[config.mk]
export PLATFORM = sky130hd
export DESIGN_NAME = line_sensor_array_position
export DESIGN_NICKNAME = d
export VERILOG_FILES = /design/src/design/lsap_pkg.sv /design/src/design/lsap_div.sv /design/src/design/lsap_cal.sv /design/src/design/line_sensor_array_position.sv
export SDC_FILE = /design/constraint.sdc
export NUM_CORES = 2
export LEC_CHECK = 0
export BUFFER_PORTS_ARGS = -buffer_cell sky130_fd_sc_hd__buf_2
export CAP_MARGIN = 30
export CORE_ASPECT_RATIO = 0.75
export CORE_UTILIZATION = 62
export CTS_BUF_LIST = sky130_fd_sc_hd__clkbuf_16
export CTS_CLUSTER_SIZE = 10
export DETAILED_ROUTE_END_ITERATION = 8
export PLACE_DENSITY = 0.81
export SYNTH_ARGS = -nofsm -noshare
export SYNTH_HDL_FRONTEND = slang
export SYNTH_HIERARCHICAL = 1
export SYNTH_SLANG_ARGS = --single-unit
export TNS_END_PERCENT = 20
[constraint.sdc]
create_clock -name clk -period 11.1 [get_ports clk]
set_clock_uncertainty 0.2 [all_clocks]
set_input_delay 0.555 -clock clk [delete_from_list [all_inputs] [get_ports clk]]
set_output_delay 0.555 -clock clk [all_outputs]
set_load 0.01 [all_outputs]
[src/design/lsap_pkg.sv]
// Package for the line sensor array position block: payload types,
// constants, modes and sequencer states. No dependencies.
`default_nettype none
package lsap_pkg;
  localparam int NumSensorsDef = 8;
  localparam int SampleBitsDef = 12;
  localparam int FullScale = 1000;

  typedef enum logic [1:0] {
    MODE_READ = 2'd0,
    MODE_CAL  = 2'd1,
    MODE_CLR  = 2'd2,
    MODE_NONE = 2'd3
  } mode_t;

  typedef enum logic [2:0] {
    ST_IDLE,
    ST_SCALE,
    ST_WAITS,
    ST_CENT,
    ST_WAITC,
    ST_OUT
  } state_t;

  typedef enum logic [1:0] {
    REG_MAXV = 2'd0,
    REG_INV  = 2'd1,
    REG_ONL  = 2'd2,
    REG_NOISE = 2'd3
  } reg_t;

  typedef struct packed {
    logic [1:0]  mode;
    logic [11:0] raw_0;
    logic [11:0] raw_1;
    logic [11:0] raw_2;
    logic [11:0] raw_3;
    logic [11:0] raw_4;
    logic [11:0] raw_5;
    logic [11:0] raw_6;
    logic [11:0] raw_7;
  } in_item_t;

  typedef struct packed {
    logic [12:0] position;
    logic        on_line;
    logic [9:0]  level_0;
    logic [9:0]  level_1;
    logic [9:0]  level_2;
    logic [9:0]  level_3;
    logic [9:0]  level_4;
    logic [9:0]  level_5;
    logic [9:0]  level_6;
    logic [9:0]  level_7;
  } out_item_t;

  // handshake between sequencer and divider
  typedef struct packed {
    logic start;
    logic busy;
  } div_ctl_t;
endpackage
`default_nettype wire

[src/design/lsap_div.sv]
// Restoring radix-2 divider, one quotient bit per cycle.
// Has no package dependencies.
`default_nettype none
module lsap_div #(
  parameter int NW = 26,
  parameter int DW = 16
) (
  input  wire logic            clk,
  input  wire logic            rst_n,
  input  wire logic            start,
  input  wire logic [NW-1:0]   num,
  input  wire logic [DW-1:0]   den,
  output logic                 busy,
  output logic [NW-1:0]        quo
);
  localparam int CW = $clog2(NW + 1);
  logic [NW-1:0] q_r, q_nxt;
  logic [DW:0]   rem_r, rem_nxt;
  logic [DW-1:0] den_r, den_nxt;
  logic [CW-1:0] cnt_r, cnt_nxt;
  logic [DW:0]   trial;
  logic [DW+1:0] diff;

  always_comb begin
    q_nxt = q_r;
    rem_nxt = rem_r;
    den_nxt = den_r;
    cnt_nxt = cnt_r;
    trial = {rem_r[DW-1:0], q_r[NW-1]};
    diff = {1'b0, trial} - {2'b00, den_r};
    if (start) begin
      q_nxt = num;
      rem_nxt = '0;
      den_nxt = den;
      cnt_nxt = CW'(NW);
    end else if (cnt_r != '0) begin
      cnt_nxt = cnt_r - 1'b1;
      if (!diff[DW+1]) begin
        rem_nxt = diff[DW:0];
        q_nxt = {q_r[NW-2:0], 1'b1};
      end else begin
        rem_nxt = trial;
        q_nxt = {q_r[NW-2:0], 1'b0};
      end
    end
  end

  always_ff @(posedge clk) begin
    if (!rst_n) begin
      cnt_r <= '0;
    end else begin
      cnt_r <= cnt_nxt;
    end
    q_r <= q_nxt;
    rem_r <= rem_nxt;
    den_r <= den_nxt;
  end

  assign busy = (cnt_r != '0);
  assign quo = q_r;
endmodule
`default_nettype wire

[src/design/lsap_cal.sv]
// Calibration store: per-sensor minimum and maximum in flip-flops.
// Uses lsap_pkg for mode codes.
`default_nettype none
module lsap_cal #(
  parameter int NS = lsap_pkg::NumSensorsDef,
  parameter int SB = lsap_pkg::SampleBitsDef
) (
  input  wire logic                  clk,
  input  wire logic                  rst_n,
  input  wire logic                  upd,
  input  wire logic [1:0]            mode,
  input  wire logic [NS-1:0][SB-1:0] raw,
  input  wire logic [SB-1:0]         maxv,
  input  wire logic [$clog2(NS)-1:0] sel,
  output logic [SB-1:0]              lo,
  output logic [SB-1:0]              hi
);
  localparam logic [SB-1:0] LowRst = SB'(2500 & ((1 << SB) - 1));
  logic [NS-1:0][SB-1:0] hi_r, hi_nxt, lo_r, lo_nxt;

  always_comb begin
    hi_nxt = hi_r;
    lo_nxt = lo_r;
    if (upd) begin
      for (int k = 0; k < NS; k++) begin
        if (mode == lsap_pkg::MODE_CAL) begin
          if (hi_r[k] < raw[k]) hi_nxt[k] = raw[k];
          if (lo_r[k] > raw[k]) lo_nxt[k] = raw[k];
        end else if (mode == lsap_pkg::MODE_CLR) begin
          hi_nxt[k] = '0;
          lo_nxt[k] = maxv;
        end
      end
    end
  end

  always_ff @(posedge clk) begin
    if (!rst_n) begin
      hi_r <= '0;
      lo_r <= {NS{LowRst}};
    end else begin
      hi_r <= hi_nxt;
      lo_r <= lo_nxt;
    end
  end

  assign lo = lo_r[sel];
  assign hi = hi_r[sel];
endmodule
`default_nettype wire

[src/design/line_sensor_array_position.sv]
// Line sensor array position: top level, sequencer, register port.
// Uses lsap_pkg, lsap_cal, lsap_div.
//
// Use: one transaction on in_ carries a scan of raw samples and a mode.
// Calibrate and reset-calibration modes update the stored min/max and
// return an all-zero result. Read mode scales every sensor to 0..1000
// (one shared restoring divider, one quotient bit a cycle), gathers the
// weighted sum and total serially, then divides once more for the
// centroid. Exactly one result per scan is offered on out_.
// Calibrate, reset and unused modes offer their result in the cycle after
// acceptance. Reads use the bit-serial divider of NW = max(SAMPLE_BITS+10, 26)
// bits. A sensor with degenerate calibration or a sample at or below its
// minimum skips the division. One scan is in flight at a time; in_stall
// is high from acceptance until its result has been taken.
// A stalled result holds on out_. Reset (rst_n low, synchronous) restores
// the register defaults, the calibration and the last position.
// Registers on cfg_: 0 max_value, 1 invert, 2 on_line_threshold,
// 3 noise_threshold at byte addresses 0,4,8,12.
`default_nettype none
module line_sensor_array_position #(
  parameter int NUM_SENSORS = lsap_pkg::NumSensorsDef,
  parameter int SAMPLE_BITS = lsap_pkg::SampleBitsDef
) (
  input  wire logic                 clk,
  input  wire logic                 rst_n,
  input  wire logic                 in_valid,
  output logic                      in_stall,
  input  wire lsap_pkg::in_item_t   in_data,
  output logic                      out_valid,
  input  wire logic                 out_stall,
  output lsap_pkg::out_item_t       out_data,
  input  wire logic                 cfg_psel,
  input  wire logic                 cfg_penable,
  input  wire logic                 cfg_pwrite,
  input  wire logic [3:0]           cfg_paddr,
  input  wire logic [31:0]          cfg_pwdata,
  output logic [31:0]               cfg_prdata,
  output logic                      cfg_pready
);
  localparam int IW = (NUM_SENSORS > 1) ? $clog2(NUM_SENSORS) : 1;
  localparam int SB = SAMPLE_BITS;
  localparam int NW1 = SB + 10;   // (raw-lo)*1000
  localparam int NW2 = 26;        // weighted sum up to 7000*8000
  localparam int NW = (NW1 > NW2) ? NW1 : NW2;
  localparam int DW = (SB > 14) ? SB : 14;
  localparam logic [12:0] PosMax = 13'((NUM_SENSORS - 1) * lsap_pkg::FullScale);
  localparam logic [12:0] PosCtr = 13'((NUM_SENSORS - 1) * lsap_pkg::FullScale / 2);
  localparam logic [9:0] Full = 10'(lsap_pkg::FullScale);

  // configuration registers
  logic [11:0] maxv_r;
  logic        inv_r;
  logic [9:0]  onl_r, noise_r;
  logic        wr_en;
  assign cfg_pready = 1'b1;
  assign wr_en = cfg_psel & cfg_penable & cfg_pwrite;
  always_ff @(posedge clk) begin
    if (!rst_n) begin
      maxv_r <= 12'd2500;
      inv_r <= 1'b0;
      onl_r <= 10'd200;
      noise_r <= 10'd50;
    end else if (wr_en) begin
      case (lsap_pkg::reg_t'(cfg_paddr[3:2]))
        lsap_pkg::REG_MAXV:  maxv_r <= cfg_pwdata[11:0];
        lsap_pkg::REG_INV:   inv_r <= cfg_pwdata[0];
        lsap_pkg::REG_ONL:   onl_r <= cfg_pwdata[9:0];
        lsap_pkg::REG_NOISE: noise_r <= cfg_pwdata[9:0];
        default: ;
      endcase
    end
  end
  always_comb begin
    case (lsap_pkg::reg_t'(cfg_paddr[3:2]))
      lsap_pkg::REG_MAXV:  cfg_prdata = {20'd0, maxv_r};
      lsap_pkg::REG_INV:   cfg_prdata = {31'd0, inv_r};
      lsap_pkg::REG_ONL:   cfg_prdata = {22'd0, onl_r};
      lsap_pkg::REG_NOISE: cfg_prdata = {22'd0, noise_r};
      default:             cfg_prdata = '0;
    endcase
  end

  // sequencer
  lsap_pkg::state_t st_r, st_nxt;
  logic [1:0] mode_r;
  logic [NUM_SENSORS-1:0][SB-1:0] raw_r;
  logic [IW-1:0] idx_r, idx_nxt;
  logic [7:0][9:0] lvl_r;
  logic [12:0] pos_r, last_r;
  logic seen_r, ovalid_r;
  logic [NW2-1:0] wsum_r;
  logic [13:0] tot_r;
  logic [12:0] wgt_r;   // idx*1000 running
  logic in_acc, out_acc, upd;
  logic div_start, div_busy;
  logic [NW-1:0] dnum, dquo;
  logic [DW-1:0] dden;
  logic [SB-1:0] lo, hi, rawk;
  logic degen;
  logic [9:0] lv, lvi;
  logic [NW2-1:0] prod_r;
  logic prod_v_r;

  assign in_acc = in_valid & ~in_stall;
  assign out_acc = out_valid & ~out_stall;
  assign in_stall = (st_r != lsap_pkg::ST_IDLE);
  assign out_valid = ovalid_r;

  logic [NUM_SENSORS-1:0][SB-1:0] raw_in;
  always_comb begin
    for (int k = 0; k < NUM_SENSORS; k++) begin
      raw_in[k] = in_data[95 - 12*k -: 12] & SB'((1 << SB) - 1);
    end
  end

  assign upd = in_acc;
  lsap_cal #(.NS(NUM_SENSORS), .SB(SB)) u_cal (
    .clk(clk), .rst_n(rst_n), .upd(upd), .mode(in_data.mode),
    .raw(raw_in), .maxv(maxv_r[SB-1:0]), .sel(idx_r), .lo(lo), .hi(hi)
  );

  assign rawk = raw_r[idx_r];
  assign degen = (hi <= lo) || (rawk <= lo);

  // the centroid waits until the last weighted product is summed
  always_comb begin
    dnum = '0;
    dden = '0;
    div_start = 1'b0;
    if (st_r == lsap_pkg::ST_SCALE && !degen) begin
      div_start = 1'b1;
      dnum = NW'((NW1'(rawk - lo)) * NW1'(lsap_pkg::FullScale));
      dden = DW'(hi - lo);
    end else if (st_r == lsap_pkg::ST_CENT && !prod_v_r && tot_r != '0) begin
      div_start = 1'b1;
      dnum = NW'(wsum_r);
      dden = DW'(tot_r);
    end
  end

  lsap_div #(.NW(NW), .DW(DW)) u_div (
    .clk(clk), .rst_n(rst_n), .start(div_start), .num(dnum), .den(dden),
    .busy(div_busy), .quo(dquo)
  );

  // level of the current sensor once the division is done
  always_comb begin
    if (degen) lv = '0;
    else if (dquo > NW'(lsap_pkg::FullScale)) lv = Full;
    else lv = dquo[9:0];
    lvi = inv_r ? (Full - lv) : lv;
  end

  always_comb begin
    st_nxt = st_r;
    idx_nxt = idx_r;
    case (st_r)
      lsap_pkg::ST_IDLE:
        if (in_acc) begin
          st_nxt = (in_data.mode == lsap_pkg::MODE_READ) ? lsap_pkg::ST_SCALE
                                                          : lsap_pkg::ST_OUT;
          idx_nxt = '0;
        end
      lsap_pkg::ST_SCALE: st_nxt = degen ? lsap_pkg::ST_WAITS : lsap_pkg::ST_WAITS;
      lsap_pkg::ST_WAITS:
        if (!div_busy && !prod_v_r) begin
          if (32'(idx_r) == NUM_SENSORS - 1) st_nxt = lsap_pkg::ST_CENT;
          else begin
            st_nxt = lsap_pkg::ST_SCALE;
            idx_nxt = idx_r + 1'b1;
          end
        end
      lsap_pkg::ST_CENT: if (!prod_v_r) st_nxt = lsap_pkg::ST_WAITC;
      lsap_pkg::ST_WAITC: if (!div_busy) st_nxt = lsap_pkg::ST_OUT;
      lsap_pkg::ST_OUT: if (out_acc) st_nxt = lsap_pkg::ST_IDLE;
      default: st_nxt = lsap_pkg::ST_IDLE;
    endcase
  end

  // prod_v_r marks a valid registered weighting product in prod_r
  always_ff @(posedge clk) begin
    if (!rst_n) begin
      st_r <= lsap_pkg::ST_IDLE;
      idx_r <= '0;
      ovalid_r <= 1'b0;
      last_r <= '0;
      prod_v_r <= 1'b0;
    end else begin
      st_r <= st_nxt;
      idx_r <= idx_nxt;
      prod_v_r <= 1'b0;
      if (in_acc) begin
        mode_r <= in_data.mode;
        raw_r <= raw_in;
        lvl_r <= '0;
        seen_r <= 1'b0;
        wsum_r <= '0;
        tot_r <= '0;
        wgt_r <= '0;
        pos_r <= '0;
        ovalid_r <= (in_data.mode != lsap_pkg::MODE_READ);
      end
      if (st_r == lsap_pkg::ST_WAITS && !div_busy && !prod_v_r) begin
        lvl_r[idx_r] <= lvi;
        if (lvi > onl_r) seen_r <= 1'b1;
        if (lvi > noise_r) begin
          prod_r <= NW2'(lvi) * NW2'(wgt_r);
          prod_v_r <= 1'b1;
          tot_r <= tot_r + 14'(lvi);
        end
        wgt_r <= wgt_r + 13'(lsap_pkg::FullScale);
      end
      if (prod_v_r) wsum_r <= wsum_r + prod_r;
      if (st_r == lsap_pkg::ST_WAITC && !div_busy) begin
        ovalid_r <= 1'b1;
        if (!seen_r) pos_r <= (last_r < PosCtr) ? 13'd0 : PosMax;
        else if (tot_r != '0) begin
          pos_r <= dquo[12:0];
          last_r <= dquo[12:0];
        end else pos_r <= last_r;
      end
      if (out_acc) ovalid_r <= 1'b0;
    end
  end

  always_comb begin
    out_data = '0;
    if (mode_r == lsap_pkg::MODE_READ) begin
      out_data.position = pos_r;
      out_data.on_line = seen_r;
      out_data.level_0 = lvl_r[0];
      out_data.level_1 = lvl_r[1];
      out_data.level_2 = lvl_r[2];
      out_data.level_3 = lvl_r[3];
      out_data.level_4 = lvl_r[4];
      out_data.level_5 = lvl_r[5];
      out_data.level_6 = lvl_r[6];
      out_data.level_7 = lvl_r[7];
    end
  end
endmodule
`default_nettype wire

==> impl_metrics.py <==
metrics = {
    "outcome": {
        "status": "complete, no violations",
    },
    "global_route": {
        "antenna_found_initial": 5,
        "grt_max_degree": 95,
        "grt_overflow_total": 0,
        "grt_usage": 0.3796,
        "grt_pass1_wl_mm": 184.8,
        "first_global_vias": 30920,
    },
    "clock_tree": {
        "cts_root_buf": "clkbuf_16",
        "cts_buffers": 67,
        "htreeDepth": 3,
        "clk-insertion-delay-late_ns": 0.64,
        "cts_sinks": 564,
        "clk_pin_slew_ns": 0.06,
        "post_cts_resized": 0,
        "clk_path_buf_depth": 3,
        "post_cts_buffers": 0,
        "cts_tree": "done",
    },
    "synthesis": {
        "synthesis.area_um2": 39170,
        "avgSynthCellArea_um2": 9.960,
        "synthTopCellsByArea": "edfxtp_1, dfxtp_1, ha_1",
        "ys_seq_elements": 564,
        "synth-async-reset-ratio": 0,
        "yosysWarnings": 6,
        "synth_cell_types": 106,
        "synthCells": 3933,
        "yosys-top-cells-count": "ha_1, inv_1, nand2_1",
        "synth_flop_cell": "edfxtp_1",
        "synth_area_leader_cell": "edfxtp_1",
        "yosysMostFrequentCell": "ha_1",
        "synth-edff-count": 299,
        "seq_area_frac_synth": 0.3646,
        "synth_top_area_share": 0.2292,
    },
    "floorplanning": {
        "die_w_um": 292.2,
        "dieArea_um2": 64200,
        "initial_core_util": 0.6291,
        "rows": 79,
        "ios": 270,
        "die_h_um": 219.7,
        "coreArea_um2": 62270,
    },
    "routing": {
        "drc": 0,
        "routed_via_density": 6.552,
        "vias": 32870,
        "wl_per_cell_um": 24.49,
        "dr.pass1.iters": 6,
        "routed_wl_mm": 122.9,
        "dr.first_iter.drc_count": 4381,
        "ant_nets": 0,
    },
    "power_and_ir_drop": {
        "power_density_nw_per_um2": 296.4,
        "p_leak_nw": 18.97,
        "ir_drop_mv": 0.9025,
    },
    "timing": {
        "whs_ns": 0.02670,
        "hold_violations": 0,
        "setup_tns_ns": 0,
        "max_freq_mhz": 94.26,
        "worst_pin_slew_ns": 1.010,
        "drv_slew": 0,
        "setup_viol": 0,
        "period_minus_slack_ns": 10.61,
        "post-route-period-util": 0.9558,
        "rsz0062_at_grt": "false",
        "slew_headroom": 0.3244,
    },
    "worst_hold_path": {
        "hp-class": "in2reg",
        "hold_depth": 1,
        "worstHoldStart": "in_data[27]",
    },
    "placement": {
        "io_buffers": 226,
        "placedCellCount": 4832,
        "gp_congestion": 1.050,
        "place_hpwl_mm": 91.50,
    },
    "critical_path": {
        "crit_required_ns": 11.28,
        "crit_top_cell": "fa_1",
        "startpoint": "idx_r[1]",
        "startpoint_type": "flop",
        "worstSetupEndpointType": "flop",
        "r2r-start": "idx_r[1]",
        "slowest_delay_ns": 0.71,
        "rr_worst_depth": 35,
        "critical_path_class": "reg2reg",
        "crit_path_top_delay_cell": "dfxtp_4",
        "cp_data_arrival_time_ns": 10.79,
        "cp_max_fo": 39,
    },
    "cells_and_area": {
        "drive_gt1_frac": 0.1320,
        "nets": 4784,
        "final_util": 0.7001,
        "area_delta_synth_final_pct": 11.29,
        "fin_cells": 5017,
    },
    "flow_run": {
        "cap_violations": 0,
    },
}
-- worst max-delay path, delay by kind of cell (launching register included) --
kind,cells,cell delay (ns)
xor gates and xnor gates,1,0.08
DFF,1,0.71
adders and majority gates,8,3.52
and+or+nand+nor,9,2.02
muxes,2,0.85
AOI/OAI and AO/OA,8,1.82
buffers and inverters,7,1.12
-- sequential cells by signal, indices dropped and copies added (netlist names), 5 cells and up --
name	count
pos_r	13
noise_r	10
maxv_r	12
u_cal/hi_r	96
wsum_r	23
lvl_r	80
u_div/cnt_r	5
u_div/den_r	14
prod_r	20
onl_r	10
u_div/quo	26
last_r	13
tot_r	14
raw_r	96
u_cal/lo_r	96
wgt_r	10
u_div/rem_r	14
-- metal layers --
layer / track usage / vias to the layer above / share of wire
met1: 0.5456 / 15870 / 0.41
met3: 0.1233 / 262 / 0.15
li1: - / 14710 / -
met4: 0.1293 / 2 / 0.033
met2: 0.5355 / 2036 / 0.41
met5: 0 / - / 0.000057
-- stage by stage --
stage | total power [mW] | setup slack (ns) | cell area (µm²)
2_1_floorplan | 8.900 | 1.459 | 39260
5_1_grt | 14.02 | 0.1242 | 43590
6_report | 12.92 | 0.4906 | 43600
3_5_place_dp | 10.67 | 0.6740 | 40900
3_3_place_gp | 10.44 | 0.9022 | 40810
4_1_cts | 12.78 | 0.6312 | 43570
-- cell type report --
type                            instances  area (µm²)
Multi-Input combinational cell       2845       22750
Clock buffer                           67        1677
Antenna cell                            1       2.502
Clock inverter                         52       365.4
Sequential cell                       564       14290
Tap cell                              810        1013
Fill cell                            4633       18680
Inverter                              334        1254
Timing Repair Buffer                  344        2238
-- cell families (layout without fill, tap and decap cells) --
kind of cell | Yosys count | after routing | synth area share
simple gates | 1090 | 1090 | 0.1384
compound gates | 937 | 937 | 0.1663
flops | 564 | 564 | 0.3646
buf+inv | 546 | 797 | 0.05772
fa+ha+maj | 487 | 487 | 0.1770
mux | 210 | 210 | 0.07388
xor+xnor | 97 | 97 | 0.02188
other cells | 2 | 25 | 0.0001917
-- placed cells by master, fill, tap and decap left out, types with 78 or more instances in the layout --
master    instances
and2_1          163
dfxtp_1         262
buf_2           225
nand2_1         314
fa_1            112
ha_1            375
a22o_1           78
mux2i_1          90
a21oi_1         219
nor2_1          190
o21ai_0         180
nand3_1         149
inv_1           365
edfxtp_1        299
-- path summary, 6_finish.rpt --
kind	end	slack, ns
setup / recovery	prod_r[22]	0.49
hold / removal	raw_r[63]	0.03
setup reg to reg	prod_r[22]	0.49
hold reg to reg	maxv_r[10]	0.27
-- timing repair --
action	in CTS	in global routing
hold buffers	63	0
setup endpoints to repair	0	0
hold endpoints to repair	86	0
-- where the power goes --
group	internal, mW	switching [mW]
registers	2.58	0.293
logic	3.24	4.74
clock network	1.13	0.932
total	6.95	5.97
Note: power is estimated with default switching activity, not from simulation.
